===== src/hw/rtl/assert_macros.svh =====
// ----------------------------------------------------------------------------
// Assertion macros
// Shared concurrent assertion shorthands for the RTL.
// ----------------------------------------------------------------------------
`ifndef ASSERT_MACROS_SVH
`define ASSERT_MACROS_SVH

// Check a property on every rising clk edge, disabled while rst_n is low.
`define ASSERT_CLK(label, prop, msg) \
    label: assert property (@(posedge clk) disable iff (!rst_n) (prop)) else $error(msg);

// Check an implication on every rising clk edge, disabled while rst_n is low.
`define ASSERT_IMPLY(label, ante, cons, msg) \
    label: assert property (@(posedge clk) disable iff (!rst_n) (ante) |-> (cons)) \
        else $error(msg);

`endif


===== src/hw/rtl/okst_pkg.sv =====
// ----------------------------------------------------------------------------
// okst_pkg
// Types and constants for the ordered key set table.
// ----------------------------------------------------------------------------
package okst_pkg;

    // Default number of table entries.
    localparam int DEPTH_DEF = 16;

    // Width of a stored key.
    localparam int KEY_W = 32;

    // Width of the reported count field.
    localparam int CNT_W = 5;

    // Width of the read position field.
    localparam int POS_W = 4;

    typedef enum logic [1:0] {
        OP_ADD    = 2'd0,
        OP_REMOVE = 2'd1,
        OP_QUERY  = 2'd2,
        OP_READ   = 2'd3
    } op_t;

    typedef enum logic [1:0] {
        ST_OK      = 2'd0,
        ST_FULL    = 2'd1,
        ST_BAD_POS = 2'd2
    } status_t;

    typedef struct packed {
        op_t                     op;
        logic signed [KEY_W-1:0] key;
        logic [POS_W-1:0]        position;
    } cmd_t;

    typedef struct packed {
        logic                    found;
        logic [CNT_W-1:0]        count;
        logic signed [KEY_W-1:0] read_value;
        status_t                 status;
    } rsp_t;

    // Broadcast controls from the sequencer to every cell.
    typedef struct packed {
        logic cmp_en;
        logic add_en;
        logic rem_en;
    } cell_ctl_t;

endpackage


===== src/hw/rtl/okst_cell.sv =====
// ----------------------------------------------------------------------------
// okst_cell
// One table slot: holds a key, compares it, and takes its neighbor's key on
// a remove that falls at or below this slot.
// ----------------------------------------------------------------------------
module okst_cell
    import okst_pkg::*;
#(
    parameter int DEPTH = DEPTH_DEF,
    parameter int IDX   = 0
)
(
    input  logic                       clk,
    input  cell_ctl_t                  ctl,
    input  logic [KEY_W-1:0]           key,
    input  logic [$clog2(DEPTH+1)-1:0] used,
    input  logic [$clog2(DEPTH)-1:0]   hit_idx,
    input  logic [KEY_W-1:0]           next_data,
    output logic [KEY_W-1:0]           data,
    output logic                       match
);

    localparam int CntW = $clog2(DEPTH + 1);
    localparam int IdxW = $clog2(DEPTH);
    localparam logic [CntW-1:0] MY_CNT = CntW'(IDX);
    localparam logic [IdxW-1:0] MY_POS = IdxW'(IDX);

    logic [KEY_W-1:0] data_reg;
    logic [KEY_W-1:0] data_next;
    logic             match_reg;
    logic             match_next;

    // Compare against the incoming key; only occupied slots can hit
    always_comb
    begin
        match_next = match_reg;
        if (ctl.cmp_en)
        begin
            match_next = (MY_CNT < used) && (data_reg == key);
        end
    end

    // Append into the first free slot, or close the gap left by a remove
    always_comb
    begin
        data_next = data_reg;
        if (ctl.add_en && (MY_CNT == used))
        begin
            data_next = key;
        end
        else if (ctl.rem_en && (MY_POS >= hit_idx))
        begin
            data_next = next_data;
        end
    end

    always_ff @(posedge clk)
    begin
        data_reg  <= data_next;
        match_reg <= match_next;
    end

    assign data  = data_reg;
    assign match = match_reg;

endmodule


===== src/hw/rtl/okst_hit_enc.sv =====
// ----------------------------------------------------------------------------
// okst_hit_enc
// Registered one-hot to index encoder over the cell match bits.
// ----------------------------------------------------------------------------
module okst_hit_enc
    import okst_pkg::*;
#(
    parameter int DEPTH = DEPTH_DEF
)
(
    input  logic                     clk,
    input  logic [DEPTH-1:0]         match,
    output logic                     found,
    output logic [$clog2(DEPTH)-1:0] hit_idx
);

    localparam int IdxW = $clog2(DEPTH);

    logic            found_reg;
    logic            found_next;
    logic [IdxW-1:0] idx_reg;
    logic [IdxW-1:0] idx_next;

    // OR the matches; keys are distinct so at most one bit is set
    always_comb
    begin
        found_next = 1'b0;
        idx_next   = '0;
        for (int i = 0; i < DEPTH; i++)
        begin
            found_next = found_next | match[i];
            idx_next   = idx_next | (match[i] ? IdxW'(i) : '0);
        end
    end

    always_ff @(posedge clk)
    begin
        found_reg <= found_next;
        idx_reg   <= idx_next;
    end

    assign found   = found_reg;
    assign hit_idx = idx_reg;

endmodule


===== src/hw/rtl/ordered_key_set_table_unit.sv =====
// ----------------------------------------------------------------------------
// ordered_key_set_table_unit
// Ordered set of distinct 32-bit keys held in a row of compare/shift cells.
// ----------------------------------------------------------------------------
// Each item passes through S_IDLE, S_ENC and S_APPLY: the cells compare the
// key at the accepting edge, the encoder registers the match bits in S_ENC,
// and the cells update at the end of S_APPLY, with the result strobed on done
// in the cycle after that. busy is high in S_ENC and S_APPLY, so the next item
// may start in the very cycle the previous result is shown. Results are shown
// on rsp for exactly one cycle while done is high and cannot be held off.
// Nothing needs clearing after reset: slots above the count are never read.
// ----------------------------------------------------------------------------
`include "assert_macros.svh"

module ordered_key_set_table_unit
    import okst_pkg::*;
#(
    parameter int DEPTH = DEPTH_DEF
)
(
    input  logic clk,
    input  logic rst_n,
    input  logic start,
    input  cmd_t cmd,
    output logic busy,
    output logic done,
    output rsp_t rsp
);

    localparam int CntW = $clog2(DEPTH + 1);
    localparam int IdxW = $clog2(DEPTH);
    localparam int PW   = IdxW + CntW + POS_W;

    typedef enum logic [2:0] {
        S_IDLE  = 3'b001,
        S_ENC   = 3'b010,
        S_APPLY = 3'b100
    } state_t;

    state_t           state_reg;
    state_t           state_next;
    logic [CntW-1:0]  used_reg;
    logic [CntW-1:0]  used_next;
    logic             done_reg;
    logic             done_next;
    rsp_t             rsp_reg;
    rsp_t             rsp_next;
    op_t              op_reg;
    logic [KEY_W-1:0] key_reg;
    logic [POS_W-1:0] pos_reg;

    logic             accept;
    cell_ctl_t        ctl;
    logic [KEY_W-1:0] cell_key;
    logic [KEY_W-1:0] cell_data [DEPTH];
    logic [DEPTH-1:0] cell_match;
    logic             hit_found;
    logic [IdxW-1:0]  hit_idx;
    logic             full;
    logic [PW-1:0]    pos_wide;
    logic [PW-1:0]    used_wide;
    logic [PW-1:0]    cnt_wide;
    logic             pos_ok;
    logic [KEY_W-1:0] rd_data;

    assign accept = start && !busy;
    assign busy   = (state_reg != S_IDLE);

    // Feed the live key while idle, the held key afterwards
    assign cell_key = (state_reg == S_IDLE) ? cmd.key : key_reg;

    // Broadcast controls
    assign full       = (used_reg == CntW'(DEPTH));
    assign ctl.cmp_en = accept;
    assign ctl.add_en = (state_reg == S_APPLY) && (op_reg == OP_ADD) && !hit_found && !full;
    assign ctl.rem_en = (state_reg == S_APPLY) && (op_reg == OP_REMOVE) && hit_found;

    // Row of cells, each taking its right neighbor's key on a remove
    for (genvar i = 0; i < DEPTH; i++)
    begin : g_cell
        logic [KEY_W-1:0] nb_data;
        if (i == DEPTH - 1)
        begin : g_last
            assign nb_data = cell_data[i];
        end
        else
        begin : g_mid
            assign nb_data = cell_data[i + 1];
        end

        okst_cell #(
            .DEPTH (DEPTH),
            .IDX   (i)
        ) u_cell (
            .clk       (clk),
            .ctl       (ctl),
            .key       (cell_key),
            .used      (used_reg),
            .hit_idx   (hit_idx),
            .next_data (nb_data),
            .data      (cell_data[i]),
            .match     (cell_match[i])
        );
    end

    okst_hit_enc #(
        .DEPTH (DEPTH)
    ) u_enc (
        .clk     (clk),
        .match   (cell_match),
        .found   (hit_found),
        .hit_idx (hit_idx)
    );

    // Read select, gated by position in range
    assign pos_wide  = PW'(pos_reg);
    assign used_wide = PW'(used_reg);
    assign pos_ok    = (pos_wide < PW'(DEPTH)) && (pos_wide < used_wide);
    assign rd_data   = cell_data[pos_wide[IdxW-1:0]];

    // Advance the sequencer and build the result
    always_comb
    begin
        state_next = state_reg;
        used_next  = used_reg;
        done_next  = 1'b0;
        rsp_next   = rsp_reg;
        cnt_wide   = '0;
        case (state_reg)
            S_IDLE:
            begin
                if (accept)
                begin
                    state_next = S_ENC;
                end
            end
            S_ENC:
            begin
                state_next = S_APPLY;
            end
            S_APPLY:
            begin
                state_next = S_IDLE;
                done_next  = 1'b1;
                if (ctl.add_en)
                begin
                    used_next = used_reg + CntW'(1);
                end
                else if (ctl.rem_en)
                begin
                    used_next = used_reg - CntW'(1);
                end
                cnt_wide            = PW'(used_next);
                rsp_next.found      = hit_found;
                rsp_next.count      = cnt_wide[CNT_W-1:0];
                rsp_next.read_value = '0;
                rsp_next.status     = ST_OK;
                if ((op_reg == OP_ADD) && !hit_found && full)
                begin
                    rsp_next.status = ST_FULL;
                end
                if (op_reg == OP_READ)
                begin
                    if (pos_ok)
                    begin
                        rsp_next.read_value = rd_data;
                    end
                    else
                    begin
                        rsp_next.status = ST_BAD_POS;
                    end
                end
            end
            default:
            begin
                state_next = S_IDLE;
            end
        endcase
    end

    // Control registers
    always_ff @(posedge clk or negedge rst_n)
    begin
        if (!rst_n)
        begin
            state_reg <= S_IDLE;
            used_reg  <= '0;
            done_reg  <= 1'b0;
        end
        else
        begin
            state_reg <= state_next;
            used_reg  <= used_next;
            done_reg  <= done_next;
        end
    end

    // Hold the item and the result payload
    always_ff @(posedge clk)
    begin
        rsp_reg <= rsp_next;
        if (accept)
        begin
            op_reg  <= cmd.op;
            key_reg <= cmd.key;
            pos_reg <= cmd.position;
        end
    end

    assign done = done_reg;
    assign rsp  = rsp_reg;

    `ASSERT_IMPLY(a_done_idle, done_reg, state_reg == S_IDLE, "result shown while busy")
    `ASSERT_CLK(a_used_bound, used_reg <= CntW'(DEPTH), "count above depth")
    `ASSERT_CLK(a_latency, accept |-> ##3 done_reg, "result missing three cycles after start")
    `ASSERT_IMPLY(a_full_flag, done_reg && (rsp_reg.status == ST_FULL), full, "full flag with room")
    `ASSERT_IMPLY(a_bad_pos_zero, done_reg && (rsp_reg.status == ST_BAD_POS),
        rsp_reg.read_value == '0, "bad read returned data")

endmodule

===== config.mk =====
export PLATFORM = sky130hd
export DESIGN_NAME = ordered_key_set_table_unit
export DESIGN_NICKNAME = d
export VERILOG_FILES = /design/src/hw/rtl/okst_pkg.sv /design/src/hw/rtl/okst_cell.sv /design/src/hw/rtl/okst_hit_enc.sv /design/src/hw/rtl/ordered_key_set_table_unit.sv
export VERILOG_INCLUDE_DIRS = /design/src /design/src/hw/rtl
export SDC_FILE = /design/constraint.sdc
export NUM_CORES = 1
export LEC_CHECK = 0
export BUFFER_PORTS_ARGS = -buffer_cell sky130_fd_sc_hd__buf_2
export CORE_UTILIZATION = 50
export DETAILED_ROUTE_END_ITERATION = 16
export PLACE_DENSITY = 0.77
export RECOVER_POWER = 50
export SLEW_MARGIN = 0
export SYNTH_ARGS = -nofsm -noshare
export SYNTH_HDL_FRONTEND = slang
export SYNTH_SLANG_ARGS = --single-unit

===== constraint.sdc =====
create_clock -name clk -period 10.1 [get_ports clk]
set_input_delay 3.03 -clock clk [delete_from_list [all_inputs] [get_ports clk]]
set_output_delay 3.03 -clock clk [all_outputs]
set_load 0.01 [all_outputs]

After elaboration in Yosys (flattened, before gate mapping)
Cells that the tools add are included.
{"block": "word_totals", "regBits": 620, "inputBits": 41, "out_inout_bits": 42, "elab_cells": 283}
{"block": "classes", "n_addsub": 2, "n_lt_le_gt_ge": 34, "eq_ne": 39, "mux": 57, "n_bitwise": 30, "reduce_logical": 77}
{"op": "32-bit 2-to-1 mux", "n": 33}
{"op": "32-bit equality test", "n": 16}
{"op": "32-bit binary-select mux with 4-bit select", "n": 1}
{"op": "1-bit logical AND", "n": 56}
{"op": "4-bit bitwise OR", "n": 14}
{"op": "4-bit by 5-bit equality test with 1-bit output, first input constant", "n": 8}
{"op": "4-bit by 5-bit < comparator with 1-bit output, first input constant", "n": 8}
{"op": "4-bit 2-to-1 mux", "n": 8}
{"op": "2-bit nonzero test", "n": 15}
{"op": "4-bit greater-or-equal comparator, first input constant", "n": 7}
{"op": "3-bit by 5-bit equality test with 1-bit output, first input constant", "n": 4}
{"op": "3-bit by 5-bit < comparator with 1-bit output, first input constant", "n": 4}
{"op": "3-bit by 4-bit greater-or-equal comparator with 1-bit output, first input constant", "n": 4}
{"op": "3-bit 2-to-1 mux", "n": 5}
{"op": "1-bit bitwise OR", "n": 15}
{"op": "2-bit by 5-bit equality test with 1-bit output, first input constant", "n": 2}
{"op": "1-bit by 5-bit < comparator with 1-bit output, first input constant", "n": 2}
{"op": "2-bit by 5-bit < comparator with 1-bit output, first input constant", "n": 2}
{"op": "5-bit 2-to-1 mux", "n": 2}
{"op": "1-bit by 4-bit greater-or-equal comparator with 1-bit output, first input constant", "n": 2}
{"op": "2-bit by 4-bit greater-or-equal comparator with 1-bit output, first input constant", "n": 2}
{"op": "2-bit 2-to-1 mux", "n": 4}
{"op": "3-bit case mux with 2 select lines", "n": 1}
{"op": "5-bit by 1-bit adder with 5-bit output, second input constant", "n": 1}
{"op": "19 further kinds", "n": 23}

Longest topological paths before layout
{"block": "depth", "ltp_word": 15, "ltp_mapped": 11, "mapped_depth_nobuf": 7}

Modules after synthesis
A second synthesis with hierarchy kept.
{"block": "unflattened", "hier_cells": 2344, "area_unflattened_um2": 37232.0}
{"module": "ordered_key_set_table_unit", "instances": 1, "cells_per_inst": 446, "area_each_um2": 7144.4, "seq_area_each_um2": 2568.7}
{"module": "okst_cell at g_cell[10].u_cell", "instances": 1, "cells_per_inst": 119, "area_each_um2": 1930.6, "seq_area_each_um2": 991.0}
{"module": "okst_cell at g_cell[9].u_cell", "instances": 1, "cells_per_inst": 117, "area_each_um2": 1918.1, "seq_area_each_um2": 991.0}
{"module": "okst_cell at g_cell[1].u_cell", "instances": 1, "cells_per_inst": 117, "area_each_um2": 1915.6, "seq_area_each_um2": 991.0}
{"module": "okst_cell at g_cell[3].u_cell", "instances": 1, "cells_per_inst": 117, "area_each_um2": 1911.8, "seq_area_each_um2": 991.0}
{"module": "okst_cell at g_cell[12].u_cell", "instances": 1, "cells_per_inst": 119, "area_each_um2": 1904.3, "seq_area_each_um2": 991.0}
{"module": "okst_cell at g_cell[6].u_cell", "instances": 1, "cells_per_inst": 119, "area_each_um2": 1901.8, "seq_area_each_um2": 991.0}
{"module": "okst_cell at g_cell[14].u_cell", "instances": 1, "cells_per_inst": 117, "area_each_um2": 1900.6, "seq_area_each_um2": 991.0}
{"module": "okst_cell at g_cell[4].u_cell", "instances": 1, "cells_per_inst": 119, "area_each_um2": 1899.3, "seq_area_each_um2": 991.0}
{"module": "okst_cell at g_cell[13].u_cell", "instances": 1, "cells_per_inst": 118, "area_each_um2": 1898.1, "seq_area_each_um2": 991.0}
{"module": "okst_cell at g_cell[0].u_cell", "instances": 1, "cells_per_inst": 117, "area_each_um2": 1889.3, "seq_area_each_um2": 991.0}
{"module": "okst_cell at g_cell[11].u_cell", "instances": 1, "cells_per_inst": 118, "area_each_um2": 1883.1, "seq_area_each_um2": 991.0}
{"module": "okst_cell at g_cell[5].u_cell", "instances": 1, "cells_per_inst": 118, "area_each_um2": 1799.2, "seq_area_each_um2": 991.0}
{"module": "okst_cell at g_cell[2].u_cell", "instances": 1, "cells_per_inst": 116, "area_each_um2": 1798.0, "seq_area_each_um2": 991.0}
{"module": "+4 rows"}

Worst setup path after synthesis
OpenSTA, ideal clock, no wires.
{"block": "synth_path", "kind": "register to register", "from": "register state_reg[1]", "to": "register g_cell[1].u_cell.data_reg[0], enable pin", "setup_time_ns": 0.510, "arrival_ns": 7.611, "required_ns": 9.590, "path_slack_ns": 1.978, "path_stages_with_launch": 5, "n_path_buf": 1, "period_less_slack_ns": 8.122, "path_cell_list": "dfrtp_1 nor3b_1 nand4b_1 clkbuf_1 o41ai_1"}
{"block": "synth_between", "elab_chain_cells": 6, "elab_cells_between_ends": 9, "cone_classes": "eq/ne (1); reduce/logical (8)"}
{"item": "start, declared", "line": "ordered_key_set_table_unit.sv:40", "rtl": "state_t state_reg;"}
{"item": "start signal, assigned", "line": "ordered_key_set_table_unit.sv:192", "rtl": "state_reg <= state_next;"}
{"item": "3-bit equality test *", "line": "ordered_key_set_table_unit.sv:75, ordered_key_set_table_unit.sv:76"}
{"item": "1-bit logical AND (3 in series)", "line": "ordered_key_set_table_unit.sv:75", "rtl": "assign ctl.add_en = (state_reg == S_APPLY) && (op_reg == OP_ADD) && !hit_found && !full;"}
{"item": "1-bit logical AND", "line": "okst_cell.sv:47", "rtl": "if (ctl.add_en && (MY_CNT == used))"}
{"item": "2-bit nonzero test (no source line) *"}
{"item": "end signal, assigned", "line": "okst_cell.sv:59", "rtl": "data_reg <= data_next;"}
{"item": "end, declared", "line": "okst_cell.sv:28", "rtl": "logic [KEY_W-1:0] data_reg;"}
Mark *: on every way between the ends. The rest lies on a longest branch, timed or not.
A chain may end at the register's enable or synchronous reset.

Final worst setup path
{"block": "layout_path", "from": "input start", "to": "register key_reg[8], enable pin"}
{"block": "layout_between", "elab_chain_cells": 1}
{"item": "start, declared", "line": "ordered_key_set_table_unit.sv:23", "rtl": "input logic start,"}
{"item": "1-bit logical AND", "line": "ordered_key_set_table_unit.sv:66", "rtl": "assign accept = start && !busy;"}
{"item": "net accept", "line": "ordered_key_set_table_unit.sv:52", "rtl": "logic accept;"}
{"item": "end signal, assigned", "line": "ordered_key_set_table_unit.sv:205", "rtl": "key_reg <= cmd.key;"}
{"item": "end, declared", "line": "ordered_key_set_table_unit.sv:49", "rtl": "logic [KEY_W-1:0] key_reg;"}
The timed path passes the listed nets, and every way through them passes these cells.

==> impl_metrics.json <==
{
  "synth_nets": 3237,
  "cp_data_arrival_time_ps": 7250,
  "coreArea_sq_mm": 0.0714,
  "fin_crit_sh_pct": 70.6,
  "maxCapViolCount": 41,
  "timing.critical_path.fanout_max": 47,
  "switchingPower_mw": 3.96,
  "drive_above_1_share_pct": 12.6,
  "wirelength_mm": 164,
  "crit_start": "start",
  "nNetsFinal": 3194,
  "hpwl_mm": 115,
  "grt_usage_pct": 44.6,
  "row_count": 98,
  "largest_reg_flops": 512,
  "gr-usage-met2_pct": 63.3,
  "clk_path_buf_depth": 3,
  "viasPerCell": 7.03,
  "leakagePower_nw": 13.2,
  "intPower_mw": 5.51,
  "timing.slew.headroom_pct": -211,
  "grtUsageMet3_pct": 12.4,
  "finalWeightedCongestion": 1.09,
  "clock_power_share_pct": 27.1,
  "critical_path_class": "in2reg",
  "overflow": 0,
  "ys_seq_area_share_pct": 51.4,
  "setup_viol": 0,
  "vias": 29147,
  "timing.rr.start": "state_reg[1]$_DFFE_PN0P_",
  "dpl_cell_area_sq_mm": 0.0375,
  "failed_checks": "capacitance limit, slew limit",
  "antenna_found_initial": 13,
  "synthFlopType": "edfxtp_1",
  "drt_pass1_iterations": 8,
  "rsz0062_at_grt": "false",
  "synthDistinctLibCells": 69,
  "dpl.cell_count": 4022,
  "die_area_sq_mm": 0.0731,
  "post-cts-setup-buffers": 0,
  "synth_top_cell_by_area": "edfxtp_1",
  "post_drt_wl_per_cell_um": 39.5,
  "synth_edf_count": 606,
  "area_growth_pct": 9.61,
  "ir_worst_vdd_uv": 297,
  "worst_pin_slew_ps": 4660,
  "stdcell_area_sq_mm": 0.0395,
  "ctsResizeCount": 0,
  "avgSynthCellArea_sq_um": 11.3,
  "cts.htree.levels": 3,
  "grt_pass1_wl_mm": 224,
  "rr_worst_depth": 8,
  "async_reset_ff_share_pct": 1.45,
  "start_util_pct": 50.5,
  "clk_pin_slew_ps": 60,
  "cp-end-kind": "flip-flop",
  "synth_warnings": 0,
  "layout.cells.most_common_list": "606 x edfxtp_1, 350 x xnor2_1, 306 x nand2_1",
  "grt_max_degree": 130,
  "synth.top_cell.area_share_pct": 50.5,
  "fin_cells": 4144,
  "die-width_um": 270,
  "fin_skew_ps": 21.1,
  "netSwitchingFraction_pct": 41.8,
  "holdCritPathClass": "reg2reg",
  "first_iter_violations": 5577,
  "clkLatencyLatePin_ps": 640,
  "syn_area_sq_mm": 0.0360,
  "ys_ff_latch": 620,
  "layout_min_cycle_time_ps": 7140,
  "antenna_cells": 0,
  "pwr-share-seq_pct": 32.6,
  "die_h_um": 270,
  "tns_ps": 0,
  "clockRootBuffer": "clkbuf_16",
  "finalMaxSlewViolations": 1544,
  "status": "finished, violations left",
  "cp.required_ps": 10210,
  "portBuffers": 82,
  "worstSetupStartpointType": "input pin",
  "cts.sinks": 620,
  "top_usage_layer": "met2",
  "powerDensity_mw_per_mm2": 240,
  "yosys-top-cells-area": "edfxtp_1 51%, mux4_2 10%, xnor2_1 8.5%, o21ai_0 4.2%, a21oi_1 3.3%",
  "use_met1_pct": 58.2,
  "hold_viol": 0,
  "ant_nets": 0,
  "final_common_cell": "edfxtp_1",
  "holdPathStages": 1,
  "power_frac_comb_pct": 40.3,
  "grt_pass1_vias": 27303,
  "max_freq_mhz": 140,
  "drc": 0,
  "ctsHoldBuffers": 0,
  "cts_buffers": 71,
  "synth_cells": 3188,
  "hp-start": "state_reg[2]$_DFFE_PN0P_",
  "pin_count": 83,
  "cts_tree": "built"
}
## worst max-delay path: stages
cell,delay [ps]
buf_2,90
and2_0,730
clkbuf_1,3300
## kinds of logic after synthesis
family / Yosys count / share of synthesized area, %
and+or+nand+nor: 819 / 10.4
AOI/OAI and AO/OA: 688 / 10.9
muxes: 192 / 11.1
buffers and inverters: 379 / 4.27
adders and majority gates: 8 / 0.278
xor gates and xnor gates: 482 / 11.7
DFF: 620 / 51.4
## final cells by class
cell class                 count  area [sq um]
timing repair buffer         160           833
sequential                   620         18500
inverter                     103           387
clock inverter                32           320
fill                        6162         31900
tap                          950          1190
clock buffer                  90          1890
multi-input combinational   2189         16300
## metal layers
metal | part of all wire [%] | up-vias
met5 | 0.075 | -
met4 | 9.4 | 16
met3 | 15 | 569
met2 | 42 | 2724
met1 | 34 | 14201
li1 | - | 11637
## worst paths after layout
kind | slack, ps | endpoint
setup / recovery | 2960 | key_reg[8]$_DFFE_PP_
hold / removal | 520 | state_reg[2]$_DFFE_PN0P_
setup reg to reg | 3050 | g_cell[14].u_cell.data[16]$_DFFE_PP_
hold reg to reg | 520 | state_reg[2]$_DFFE_PN0P_
max in group asynchronous | 7370 | state_reg[0]$_DFFE_PN1P_
min in group asynchronous | 2360 | done$_DFF_PN0_
## Yosys cell counts (7+ instances only)
cell type and count:
a21oi_1 238, a22oi_1 7, buf_1 23, mux2i_2 11, mux4_2 160, a222oi_1 15
o21ai_0 303, buf_4 11, ha_1 8, o2111ai_1 12, and2_1 8, nor4_1 90
nor3_1 27, xor2_1 132, inv_1 100, nor2b_1 42, o221ai_1 9, dfrtp_1 8
a211oi_1 7, nand2_1 308, o22ai_1 24, nand3_1 24, nand4_1 54, buf_2 38
clkbuf_1 201, a2111oi_0 10, mux2i_1 19, edfxtp_1 606, a31oi_1 7, a221oi_1 18
a21o_1 9, xnor2_1 350, nor2_1 234, nand2b_1 11
## through the flow
stage	power, mW	setup slack, ps	hold WS (ps)	utilization, %
6_report	9.47	2960	518	55.3
5_1_grt	9.52	2550	528	55.3
4_1_cts	9.25	4780	509	55.7
3_5_place_dp	6.72	4120	499	52.6
3_3_place_gp	6.72	4150	499	52.6
2_1_floorplan	5.12	1980	406	-
## power by group through the flow
stage	combinational, mW	clock [mW]	sequential, mW
6_report	3.82	2.56	3.09
5_1_grt	3.79	2.64	3.08
4_1_cts	3.62	2.56	3.07
3_5_place_dp	3.60	0	3.12
3_3_place_gp	3.60	0	3.12
2_1_floorplan	2.12	0	3.01
Power figures use the tool's default switching activity.
